File: config.mk
export PLATFORM = sky130hd
export DESIGN_NAME = nearest_palette_color_quantizer
export DESIGN_NICKNAME = d
export VERILOG_FILES = /design/src/hdl/npq_pkg.sv /design/src/hdl/npq_ram.sv /design/src/hdl/npq_ctrl.sv /design/src/hdl/npq_datapath.sv /design/src/hdl/nearest_palette_color_quantizer.sv
export SDC_FILE = /design/constraint.sdc
export NUM_CORES = 2
export LEC_CHECK = 0
export BUFFER_PORTS_ARGS = -buffer_cell sky130_fd_sc_hd__buf_2
export CAP_MARGIN = 40
export CELL_PAD_IN_SITES_DETAIL_PLACEMENT = 1
export CELL_PAD_IN_SITES_GLOBAL_PLACEMENT = 2
export CORE_MARGIN = 1.5
export CORE_UTILIZATION = 25
export CTS_CLUSTER_SIZE = 24
export DETAILED_ROUTE_END_ITERATION = 10
export GPL_ROUTABILITY_DRIVEN = 0
export MAX_ROUTING_LAYER = met4
export PLACE_DENSITY = 0.5
export SLEW_MARGIN = 10
export SYNTH_ARGS = -nofsm -noshare
export SYNTH_HDL_FRONTEND = slang
export SYNTH_SLANG_ARGS = --single-unit
export TNS_END_PERCENT = 10
File: constraint.sdc
create_clock -name clk -period 12.3 [get_ports clk]
set_input_delay 0.615 -clock clk [delete_from_list [all_inputs] [get_ports clk]]
set_output_delay 0.615 -clock clk [all_outputs]
set_load 0.02 [all_outputs]
File: src/hdl/npq_pkg.sv
// ----------------------------------------------------------------------------
// npq_pkg: shared types and constants for the nearest palette color quantizer
// Holds the channel widths, request and register codes, and the command and
// status bundles between controller and datapath.
// ----------------------------------------------------------------------------
package npq_pkg;

    localparam int CHAN_W     = 8;
    localparam int IDX_W      = 7;
    localparam int SLOT_W     = 6;
    localparam int COLOR_W    = 3 * CHAN_W;
    localparam int SQ_W       = 2 * CHAN_W;
    localparam int DIST_W     = SQ_W + 2;
    localparam int CFG_IDX_W  = 3;
    localparam int CFG_DATA_W = 8;

    localparam logic [CHAN_W-1:0] WHITE_LEVEL = 8'hFF;

    // Request codes carried by req_type
    localparam logic REQ_LOAD  = 1'b0;
    localparam logic REQ_PIXEL = 1'b1;

    // Configuration register indexes
    localparam logic [CFG_IDX_W-1:0] REG_FIXED_MODE    = 3'd0;
    localparam logic [CFG_IDX_W-1:0] REG_FIXED_RED     = 3'd1;
    localparam logic [CFG_IDX_W-1:0] REG_FIXED_GREEN   = 3'd2;
    localparam logic [CFG_IDX_W-1:0] REG_FIXED_BLUE    = 3'd3;
    localparam logic [CFG_IDX_W-1:0] REG_PALETTE_COUNT = 3'd4;

    // Controller to datapath
    typedef struct packed {
        logic             load_entry;   // write the input color into the palette
        logic             accept_pixel; // latch pixel, clear best, preset fixed answer
        logic             issue;        // read palette entry rd_idx as a candidate
        logic             issue_white;  // inject the implicit white candidate
        logic [IDX_W-1:0] rd_idx;
        logic             out_load;     // move the best candidate into the output register
    } cmd_t;

    // Datapath to controller
    typedef struct packed {
        logic scan_done; // last candidate compared, best is final
        logic out_free;  // output register can take a result this cycle
    } sts_t;

endpackage

File: src/hdl/npq_ram.sv
// ----------------------------------------------------------------------------
// npq_ram: generic single-port-write, single-port-read RAM
// One write and one registered read per cycle; contents undefined until written.
// ----------------------------------------------------------------------------
module npq_ram #(
    parameter int WIDTH  = 24,
    parameter int DEPTH  = 64,
    parameter int ADDR_W = (DEPTH > 1) ? $clog2(DEPTH) : 1
) (
    input  logic              clk,
    input  logic              wr_en,
    input  logic [ADDR_W-1:0] wr_addr,
    input  logic [WIDTH-1:0]  wr_data,
    input  logic              rd_en,
    input  logic [ADDR_W-1:0] rd_addr,
    output logic [WIDTH-1:0]  rd_data
);

    logic [WIDTH-1:0] mem [DEPTH];
    logic [WIDTH-1:0] rd_data_reg;

    always_ff @(posedge clk)
    begin
        if (wr_en)
        begin
            mem[wr_addr] <= wr_data;
        end
        if (rd_en)
        begin
            rd_data_reg <= mem[rd_addr];
        end
    end

    assign rd_data = rd_data_reg;

endmodule

File: src/hdl/npq_ctrl.sv
// ----------------------------------------------------------------------------
// npq_ctrl: transaction sequencer
// Accepts load and pixel transactions, walks the palette one entry a cycle,
// injects the implicit white candidate and hands the result to the output.
// ----------------------------------------------------------------------------
module npq_ctrl (
    input  logic                      clk,
    input  logic                      rst_n,
    input  logic                      in_valid,
    input  logic                      req_type,
    input  logic                      fixed_mode,
    input  logic [npq_pkg::IDX_W-1:0] eff_count,
    input  npq_pkg::sts_t             sts,
    output npq_pkg::cmd_t             cmd,
    output logic                      in_stall
);

    typedef enum logic [1:0] {
        ST_IDLE,
        ST_SCAN,
        ST_DRAIN,
        ST_WAIT_OUT
    } state_t;

    state_t                    state_reg;
    state_t                    state_next;
    logic [npq_pkg::IDX_W-1:0] idx_reg;
    logic [npq_pkg::IDX_W-1:0] idx_next;
    logic                      accept;

    assign in_stall = (state_reg != ST_IDLE);
    assign accept   = in_valid && !in_stall;

    always_comb
    begin
        cmd        = '0;
        cmd.rd_idx = idx_reg;
        state_next = state_reg;
        idx_next   = idx_reg;
        case (state_reg)
            ST_IDLE:
            begin
                if (accept)
                begin
                    if (req_type == npq_pkg::REQ_LOAD)
                    begin
                        cmd.load_entry = 1'b1;
                    end
                    else
                    begin
                        cmd.accept_pixel = 1'b1;
                        idx_next         = '0;
                        state_next       = fixed_mode ? ST_WAIT_OUT : ST_SCAN;
                    end
                end
            end
            ST_SCAN:
            begin
                if (idx_reg < eff_count)
                begin
                    cmd.issue = 1'b1;
                    idx_next  = idx_reg + 1'b1;
                end
                else
                begin
                    cmd.issue_white = 1'b1;
                    state_next      = ST_DRAIN;
                end
            end
            ST_DRAIN:
            begin
                // wait for the white candidate to leave the compare stage
                if (sts.scan_done)
                begin
                    if (sts.out_free)
                    begin
                        cmd.out_load = 1'b1;
                        state_next   = ST_IDLE;
                    end
                    else
                    begin
                        state_next = ST_WAIT_OUT;
                    end
                end
            end
            ST_WAIT_OUT:
            begin
                if (sts.out_free)
                begin
                    cmd.out_load = 1'b1;
                    state_next   = ST_IDLE;
                end
            end
            default:
            begin
                state_next = ST_IDLE;
            end
        endcase
    end

    always_ff @(posedge clk or negedge rst_n)
    begin
        if (!rst_n)
        begin
            state_reg <= ST_IDLE;
            idx_reg   <= '0;
        end
        else
        begin
            state_reg <= state_next;
            idx_reg   <= idx_next;
        end
    end

endmodule

File: src/hdl/npq_datapath.sv
// ----------------------------------------------------------------------------
// npq_datapath: distance pipeline, best-candidate tracking and output register
// Candidates flow through a read stage, a squaring stage and a compare stage.
// ----------------------------------------------------------------------------
module npq_datapath (
    input  logic                         clk,
    input  logic                         rst_n,
    input  npq_pkg::cmd_t                cmd,
    output npq_pkg::sts_t                sts,
    input  logic [npq_pkg::CHAN_W-1:0]   in_red,
    input  logic [npq_pkg::CHAN_W-1:0]   in_green,
    input  logic [npq_pkg::CHAN_W-1:0]   in_blue,
    input  logic [npq_pkg::CHAN_W-1:0]   in_alpha,
    input  logic                         fixed_mode,
    input  logic [npq_pkg::CHAN_W-1:0]   fixed_red,
    input  logic [npq_pkg::CHAN_W-1:0]   fixed_green,
    input  logic [npq_pkg::CHAN_W-1:0]   fixed_blue,
    input  logic [npq_pkg::IDX_W-1:0]    eff_count,
    input  logic [npq_pkg::COLOR_W-1:0]  ram_rdata,
    input  logic                         out_stall,
    output logic                         out_valid,
    output logic [npq_pkg::CHAN_W-1:0]   out_red,
    output logic [npq_pkg::CHAN_W-1:0]   out_green,
    output logic [npq_pkg::CHAN_W-1:0]   out_blue,
    output logic [npq_pkg::IDX_W-1:0]    chosen_index
);

    localparam int CW = npq_pkg::CHAN_W;
    localparam logic [npq_pkg::COLOR_W-1:0] WHITE_COLOR =
        {npq_pkg::WHITE_LEVEL, npq_pkg::WHITE_LEVEL, npq_pkg::WHITE_LEVEL};

    function automatic logic [npq_pkg::SQ_W-1:0] sq_diff(
        input logic [CW-1:0] a,
        input logic [CW-1:0] b
    );
        logic [CW-1:0] d;
        begin
            d       = (a > b) ? (a - b) : (b - a);
            sq_diff = d * d;
        end
    endfunction

    // pixel under search
    logic [CW-1:0] pix_red_reg;
    logic [CW-1:0] pix_green_reg;
    logic [CW-1:0] pix_blue_reg;

    // read stage
    logic                          s1_valid_reg;
    logic                          s1_white_reg;
    logic [npq_pkg::IDX_W-1:0]     s1_idx_reg;
    logic [npq_pkg::COLOR_W-1:0]   s1_color;

    // squaring stage
    logic                          s2_valid_reg;
    logic                          s2_white_reg;
    logic [npq_pkg::IDX_W-1:0]     s2_idx_reg;
    logic [npq_pkg::COLOR_W-1:0]   s2_color_reg;
    logic [npq_pkg::SQ_W-1:0]      s2_sq_red_reg;
    logic [npq_pkg::SQ_W-1:0]      s2_sq_green_reg;
    logic [npq_pkg::SQ_W-1:0]      s2_sq_blue_reg;

    // compare stage and best candidate
    logic [npq_pkg::DIST_W-1:0]    cand_dist;
    logic                          take;
    logic                          have_reg;
    logic                          done_reg;
    logic [npq_pkg::DIST_W-1:0]    best_dist_reg;
    logic [npq_pkg::COLOR_W-1:0]   best_color_reg;
    logic [npq_pkg::IDX_W-1:0]     best_idx_reg;

    // output register
    logic                          out_valid_reg;
    logic [npq_pkg::COLOR_W-1:0]   out_color_reg;
    logic [npq_pkg::IDX_W-1:0]     out_idx_reg;

    assign s1_color = s1_white_reg ? WHITE_COLOR : ram_rdata;

    assign cand_dist = npq_pkg::DIST_W'(s2_sq_red_reg) + npq_pkg::DIST_W'(s2_sq_green_reg)
                     + npq_pkg::DIST_W'(s2_sq_blue_reg);
    // strict less keeps the earliest candidate on a tie
    assign take = s2_valid_reg && (!have_reg || (cand_dist < best_dist_reg));

    always_ff @(posedge clk or negedge rst_n)
    begin
        if (!rst_n)
        begin
            s1_valid_reg  <= 1'b0;
            s2_valid_reg  <= 1'b0;
            have_reg      <= 1'b0;
            done_reg      <= 1'b0;
            out_valid_reg <= 1'b0;
        end
        else
        begin
            s1_valid_reg <= cmd.issue || cmd.issue_white;
            s2_valid_reg <= s1_valid_reg;
            done_reg     <= s2_valid_reg && s2_white_reg;
            if (cmd.accept_pixel)
            begin
                have_reg <= 1'b0;
            end
            else if (take)
            begin
                have_reg <= 1'b1;
            end
            if (cmd.out_load)
            begin
                out_valid_reg <= 1'b1;
            end
            else if (!out_stall)
            begin
                out_valid_reg <= 1'b0;
            end
        end
    end

    always_ff @(posedge clk)
    begin
        if (cmd.accept_pixel)
        begin
            pix_red_reg   <= in_red;
            pix_green_reg <= in_green;
            pix_blue_reg  <= in_blue;
        end

        s1_white_reg <= cmd.issue_white;
        s1_idx_reg   <= cmd.issue_white ? eff_count : cmd.rd_idx;

        s2_white_reg    <= s1_white_reg;
        s2_idx_reg      <= s1_idx_reg;
        s2_color_reg    <= s1_color;
        s2_sq_red_reg   <= sq_diff(pix_red_reg,   s1_color[3*CW-1:2*CW]);
        s2_sq_green_reg <= sq_diff(pix_green_reg, s1_color[2*CW-1:CW]);
        s2_sq_blue_reg  <= sq_diff(pix_blue_reg,  s1_color[CW-1:0]);

        if (cmd.accept_pixel)
        begin
            // fixed mode answers at once: fixed color when opaque, else white
            if (fixed_mode)
            begin
                best_idx_reg   <= eff_count;
                best_color_reg <= (in_alpha != '0) ? {fixed_red, fixed_green, fixed_blue}
                                                   : WHITE_COLOR;
            end
        end
        else if (take)
        begin
            best_dist_reg  <= cand_dist;
            best_color_reg <= s2_color_reg;
            best_idx_reg   <= s2_idx_reg;
        end

        if (cmd.out_load)
        begin
            out_color_reg <= best_color_reg;
            out_idx_reg   <= best_idx_reg;
        end
    end

    assign sts.scan_done = done_reg;
    assign sts.out_free  = !out_valid_reg || !out_stall;

    assign out_valid    = out_valid_reg;
    assign out_red      = out_color_reg[3*CW-1:2*CW];
    assign out_green    = out_color_reg[2*CW-1:CW];
    assign out_blue     = out_color_reg[CW-1:0];
    assign chosen_index = out_idx_reg;

endmodule

File: src/hdl/nearest_palette_color_quantizer.sv
// ----------------------------------------------------------------------------
// nearest_palette_color_quantizer: maps pixels to the nearest palette color
// Load transactions fill a palette RAM; pixel transactions search it plus an
// implicit white entry, or take a fixed color in fixed mode.
// ----------------------------------------------------------------------------
//
//  Channel  Direction  Handshake            Payload
//  -------  ---------  -------------------  ---------------------------------------
//  input    in         in_valid / in_stall  req_type, entry_index, in_red..in_alpha
//  output   out        out_valid/out_stall  out_red, out_green, out_blue, chosen_index
//  config   in         cfg_write_en         cfg_index, cfg_data
//
//  A load transaction does not stall the input. A nearest-mode pixel scans N
//  entries, N being palette_count saturated to PALETTE_DEPTH: the single palette
//  RAM read port delivers one entry per cycle, then white and three pipeline
//  stages follow. A fixed-mode pixel skips the scan. Reset clears the configuration
//  and control state; the palette is undefined until loaded and needs no clearing
//  pass. A stalled result waits in the output register while loads keep flowing;
//  a following pixel holds at the end of its search until the register frees up.
//
module nearest_palette_color_quantizer #(
    parameter int PALETTE_DEPTH = 64
) (
    input  logic                             clk,
    input  logic                             rst_n,

    input  logic                             in_valid,
    output logic                             in_stall,
    input  logic                             req_type,
    input  logic [npq_pkg::SLOT_W-1:0]       entry_index,
    input  logic [npq_pkg::CHAN_W-1:0]       in_red,
    input  logic [npq_pkg::CHAN_W-1:0]       in_green,
    input  logic [npq_pkg::CHAN_W-1:0]       in_blue,
    input  logic [npq_pkg::CHAN_W-1:0]       in_alpha,

    output logic                             out_valid,
    input  logic                             out_stall,
    output logic [npq_pkg::CHAN_W-1:0]       out_red,
    output logic [npq_pkg::CHAN_W-1:0]       out_green,
    output logic [npq_pkg::CHAN_W-1:0]       out_blue,
    output logic [npq_pkg::IDX_W-1:0]        chosen_index,

    input  logic                             cfg_write_en,
    input  logic [npq_pkg::CFG_IDX_W-1:0]    cfg_index,
    input  logic [npq_pkg::CFG_DATA_W-1:0]   cfg_data
);

    localparam int ADDR_W = (PALETTE_DEPTH > 1) ? $clog2(PALETTE_DEPTH) : 1;
    // wide enough for the slot, the count and depths up to 511
    localparam int CMP_W  = 9;
    localparam logic [CMP_W-1:0] DEPTH_CMP = CMP_W'(PALETTE_DEPTH);

    // configuration registers
    logic                        fixed_mode_reg;
    logic [npq_pkg::CHAN_W-1:0]  fixed_red_reg;
    logic [npq_pkg::CHAN_W-1:0]  fixed_green_reg;
    logic [npq_pkg::CHAN_W-1:0]  fixed_blue_reg;
    logic [npq_pkg::IDX_W-1:0]   palette_count_reg;

    logic [npq_pkg::IDX_W-1:0]   eff_count;
    logic [CMP_W-1:0]            count_ext;
    logic [CMP_W-1:0]            slot_ext;
    logic [CMP_W-1:0]            rd_idx_ext;
    logic                        slot_ok;
    logic                        ram_wr_en;
    logic [npq_pkg::COLOR_W-1:0] ram_rdata;

    npq_pkg::cmd_t               cmd;
    npq_pkg::sts_t               sts;

    always_ff @(posedge clk or negedge rst_n)
    begin
        if (!rst_n)
        begin
            fixed_mode_reg    <= 1'b0;
            fixed_red_reg     <= '0;
            fixed_green_reg   <= '0;
            fixed_blue_reg    <= '0;
            palette_count_reg <= '0;
        end
        else if (cfg_write_en)
        begin
            case (cfg_index)
                npq_pkg::REG_FIXED_MODE:    fixed_mode_reg    <= cfg_data[0];
                npq_pkg::REG_FIXED_RED:     fixed_red_reg     <= cfg_data;
                npq_pkg::REG_FIXED_GREEN:   fixed_green_reg   <= cfg_data;
                npq_pkg::REG_FIXED_BLUE:    fixed_blue_reg    <= cfg_data;
                npq_pkg::REG_PALETTE_COUNT: palette_count_reg <= cfg_data[npq_pkg::IDX_W-1:0];
                default:                    ;
            endcase
        end
    end

    // saturate the count to the palette depth; it only takes effect for depths below 127
    assign count_ext = CMP_W'(palette_count_reg);
    assign eff_count = (count_ext > DEPTH_CMP) ? DEPTH_CMP[npq_pkg::IDX_W-1:0]
                                               : palette_count_reg;

    // drop loads aimed past the end of the palette
    assign slot_ext  = CMP_W'(entry_index);
    assign slot_ok   = (slot_ext < DEPTH_CMP);
    assign ram_wr_en = cmd.load_entry && slot_ok;

    assign rd_idx_ext = CMP_W'(cmd.rd_idx);

    npq_ram #(
        .WIDTH (npq_pkg::COLOR_W),
        .DEPTH (PALETTE_DEPTH)
    ) u_palette (
        .clk     (clk),
        .wr_en   (ram_wr_en),
        .wr_addr (slot_ext[ADDR_W-1:0]),
        .wr_data ({in_red, in_green, in_blue}),
        .rd_en   (cmd.issue),
        .rd_addr (rd_idx_ext[ADDR_W-1:0]),
        .rd_data (ram_rdata)
    );

    npq_ctrl u_ctrl (
        .clk        (clk),
        .rst_n      (rst_n),
        .in_valid   (in_valid),
        .req_type   (req_type),
        .fixed_mode (fixed_mode_reg),
        .eff_count  (eff_count),
        .sts        (sts),
        .cmd        (cmd),
        .in_stall   (in_stall)
    );

    npq_datapath u_datapath (
        .clk          (clk),
        .rst_n        (rst_n),
        .cmd          (cmd),
        .sts          (sts),
        .in_red       (in_red),
        .in_green     (in_green),
        .in_blue      (in_blue),
        .in_alpha     (in_alpha),
        .fixed_mode   (fixed_mode_reg),
        .fixed_red    (fixed_red_reg),
        .fixed_green  (fixed_green_reg),
        .fixed_blue   (fixed_blue_reg),
        .eff_count    (eff_count),
        .ram_rdata    (ram_rdata),
        .out_stall    (out_stall),
        .out_valid    (out_valid),
        .out_red      (out_red),
        .out_green    (out_green),
        .out_blue     (out_blue),
        .chosen_index (chosen_index)
    );

    // a pixel transaction always occupies the sequencer after it is accepted
    a_pixel_blocks: assert property (@(posedge clk) disable iff (!rst_n)
        (in_valid && !in_stall && (req_type == npq_pkg::REQ_PIXEL)) |=> in_stall)
        else $error("input not stalled after pixel transaction");

    // a load completes without stalling and leaves the input open
    a_load_single: assert property (@(posedge clk) disable iff (!rst_n)
        (in_valid && !in_stall && (req_type == npq_pkg::REQ_LOAD)) |=> !in_stall)
        else $error("input stalled after load transaction");

    // a result only appears while a pixel transaction is in flight
    a_result_from_pixel: assert property (@(posedge clk) disable iff (!rst_n)
        $rose(out_valid) |-> $past(in_stall))
        else $error("result produced without a pixel in flight");

endmodule

==> summary.txt <==
Yosys
  – Register area share after synthesis: 69.7%
  – Post-Syn Nets: 4,836
  – Yosys reg bits: 1,795
  – Leading area contributor after synthesis: edfxtp_1
  – Area contributors post-synth: edfxtp_1 66%, mux4_2 6.4%, mux2i_1 4.0%
  – Synth Warn #: 0
  – Fraction of registers with async set/reset: 2.56%
  – EDFF count, synth: 1,664
  – Synth unique cells: 76
  – Yosys top cell area share: 65.9%
  – Syn Std Cell Area: 75,800 µm²
  – Most frequently used flop master after synthesis: edfxtp_1
  – Cells after synthesis: 4,518
  – Avg Inst Size Synth: 16.8 µm²

Global route
  – All-layer global routing usage: 15.5%
  – GRT overflow: 0
  – Initial antenna violation count: 43
  – Global-route wire length before repair: 330 mm
  – Largest net degree at the start of global routing: 107
  – Vias in the first global route: 43,900

Die
  – Site Rows: 201
  – Initial Util: 25.2%
  – Die area: 306,000 µm²
  – Core Area: 301,000 µm²
  – Die Ht: 554 µm
  – IO Count: 88
  – DIE WIDTH: 554 µm

Route
  – Pre-Repair DR Iteration Count: 7
  – DR WL met3: 10.9 mm
  – Wire per inst: 26.2 µm
  – DR top layer: met4
  – Post-route DRC: 0
  – Drt total wl: 235 mm
  – Via Count: 41,200
  – Final ANT Viol Nets: 0
  – Met1 WL: 110 mm
  – Starting DRT DRC Count: 3,034
  – Met2 wire length: 110 mm
  – Drt via density: 4.60

Finish
  – Commonest non-fill, non-tap cell in the layout: edfxtp_1
  – Layout cell share with drive strength beyond 1: 21.1%
  – FF/Latch Area: 52,800 µm²
  – Post-route cell area: 89,400 µm²
  – Fillers: 31,200
  – Top reg by flops: u_palette.mem
  – Synthesis-to-finish area growth: 18.0%
  – Highest-count cells in the layout ignoring fill and taps: 1,664 x edfxtp_1, 302 x mux2i_1, 274 x a21oi_1
  – Number of flip-flops in the largest register: 1,536
  – NumNets Final: 5,128
  – Multi-input gate area: 21,800 µm²
  – Final Core Density: 29.7%
  – Final Non-Filler Cells: 8,953

STA
  – Setup TNS: 0 ns
  – Setup WS post-layout: 5.06 ns
  – RSZ-0062 raised after global routing: false
  – Worst hold margin: 0.122 ns
  – Final setup vio count: 0
  – Hold Vio Cnt, Final: 0
  – Maximum clock frequency: 138 MHz
  – Final setup skew: 0.103 ns
  – Final max-slew violation count: 0
  – Max_slew headroom: 36.4%
  – Fin crit share: 58.9%
  – Minimum clock period: 7.24 ns
  – Worst Max-Slew Pin Slew: 0.954 ns

CTS
  – TritonCTS Sinks: 1,795
  – CTS tree: yes
  – Post-CTS sizing: 0
  – Setup bufs post-CTS: 0
  – CTS root buf: clkbuf_16
  – Maximum buffer depth of the clock tree: 4
  – TritonCTS Buffers: 204
  – H-tree depth reported by CTS: 4
  – Clock latency on the worst-skew pair: 0.88 ns
  – Clock transition at path regs: 0.06 ns

Run
  – Max_cap viols: 0

Placed design
  – HPWL after DPL: 136 mm
  – Dpl ws: 5.10 ns
  – Area after DPL: 82,500 µm²
  – Port buffer count: 87
  – DP Cell Count: 8,538

Hold path
  – Hold crit path type: primary input to register

Power and ir drop
  – Leak: 29.4 nW
  – Max VDD drop: 0.332 mV
  – PwrDens: 258 nW/µm²
  – Power, Total: 23.1 mW

Worst setup path
  – Crit Path Category: register to register
  – Crit path DAT: 7.95 ns
  – CP Max Fanout: 42
  – CP Capture Type: register
  – Critical path required time: 13.01 ns
  – Crit path launch type: register

Outcome
  – Result of the run: completed
==> power breakdown <==
part / total (mW) / switching (mW) / internal, mW
logic: 9.96 / 5.79 / 4.17
registers: 7.28 / 0.157 / 7.13
clock network: 5.86 / 2.50 / 3.36
total: 23.1 / 8.45 / 14.6
==> cell usage after synthesis, types with 23 or more instances <==
library cell	number
a21oi_1	275
xnor2_1	61
ha_1	184
clkbuf_1	116
nor2_1	185
nand2b_1	23
dfxtp_1	85
edfxtp_1	1664
dfrtp_1	46
nand2_1	166
a21o_1	30
o22ai_1	98
buf_2	54
o221ai_1	96
or2_2	42
o22a_1	24
mux2i_1	302
buf_1	26
mux2_2	127
mux4_2	216
fa_1	79
o21ai_0	163
inv_1	229
==> repair_timing <==
action / in CTS / in global routing
hold buffers: 1 / 1
setup endpoints to repair: 0 / 0
endpoints found under the hold margin: 46 / 1
==> cells by family after synthesis <==
group                      share of synthesized area, %
DFF                                                69.7
AOI/OAI and AO/OA                                  6.24
muxes                                              12.4
and+or+nand+nor                                    3.16
buffers and inverters                              2.26
adders and majority gates                          5.13
xor gates and xnor gates                           1.16
==> area by class of cell <==
cell class                      instances  area share [%]
Antenna cell                           23          0.0644
Clock buffer                          256            6.10
Clock inverter                        112           0.956
Inverter                              235           0.987
Multi-Input combinational cell       2289            24.3
Sequential cell                      1795            59.1
Tap cell                             3958            5.54
Timing Repair Buffer                  285            2.93
==> worst max-delay path, cell delays in order, from the launching register on <==
cell and delay [ns]:
dfxtp_1 0.30, buf_4 0.25, or2_2 0.34, ha_1 0.50, nand4_1 0.23, o2bb2ai_1 0.20, a31oi_1 0.08, o21ba_1 0.50
mux2i_1 0.76, or2_1 0.24, inv_1 0.07, fa_1 0.45, fa_1 0.49, ha_1 0.28, inv_1 0.05, fa_1 0.47
inv_1 0.04, ha_1 0.31, a21o_1 0.19, a21oi_1 0.22, o21bai_1 0.11, a21oi_1 0.28, o21ai_0 0.23, a21o_1 0.22
a21oi_1 0.16, xnor2_1 0.14
==> per-layer routing <==
layer  track usage [%]  up-vias
met1              21.2    21900
li1                  -    18200
met5                 -        -
met3              2.49      267
met2              24.3      834
met4              3.21        0
==> worst paths after layout <==
path | cells past startpoint | slack [ns] | from | end
hold / removal | 2 | 0.12 | cfg_data[7] | fixed_blue_reg[7]
min in group asynchronous | 3 | 0.46 | rst_n | fixed_blue_reg[4]
max in group asynchronous | 3 | 11.30 | rst_n | u_ctrl.idx_reg[0]
setup reg to reg | 25 | 5.06 | u_datapath.s1_white_reg | u_datapath.s2_sq_red_reg[15]
setup / recovery | 25 | 5.06 | u_datapath.s1_white_reg | u_datapath.s2_sq_red_reg[15]
hold reg to reg | 0 | 0.33 | u_datapath.s1_idx_reg[5] | u_datapath.s2_idx_reg[5]
Note: power is estimated with default switching activity, not from simulation.
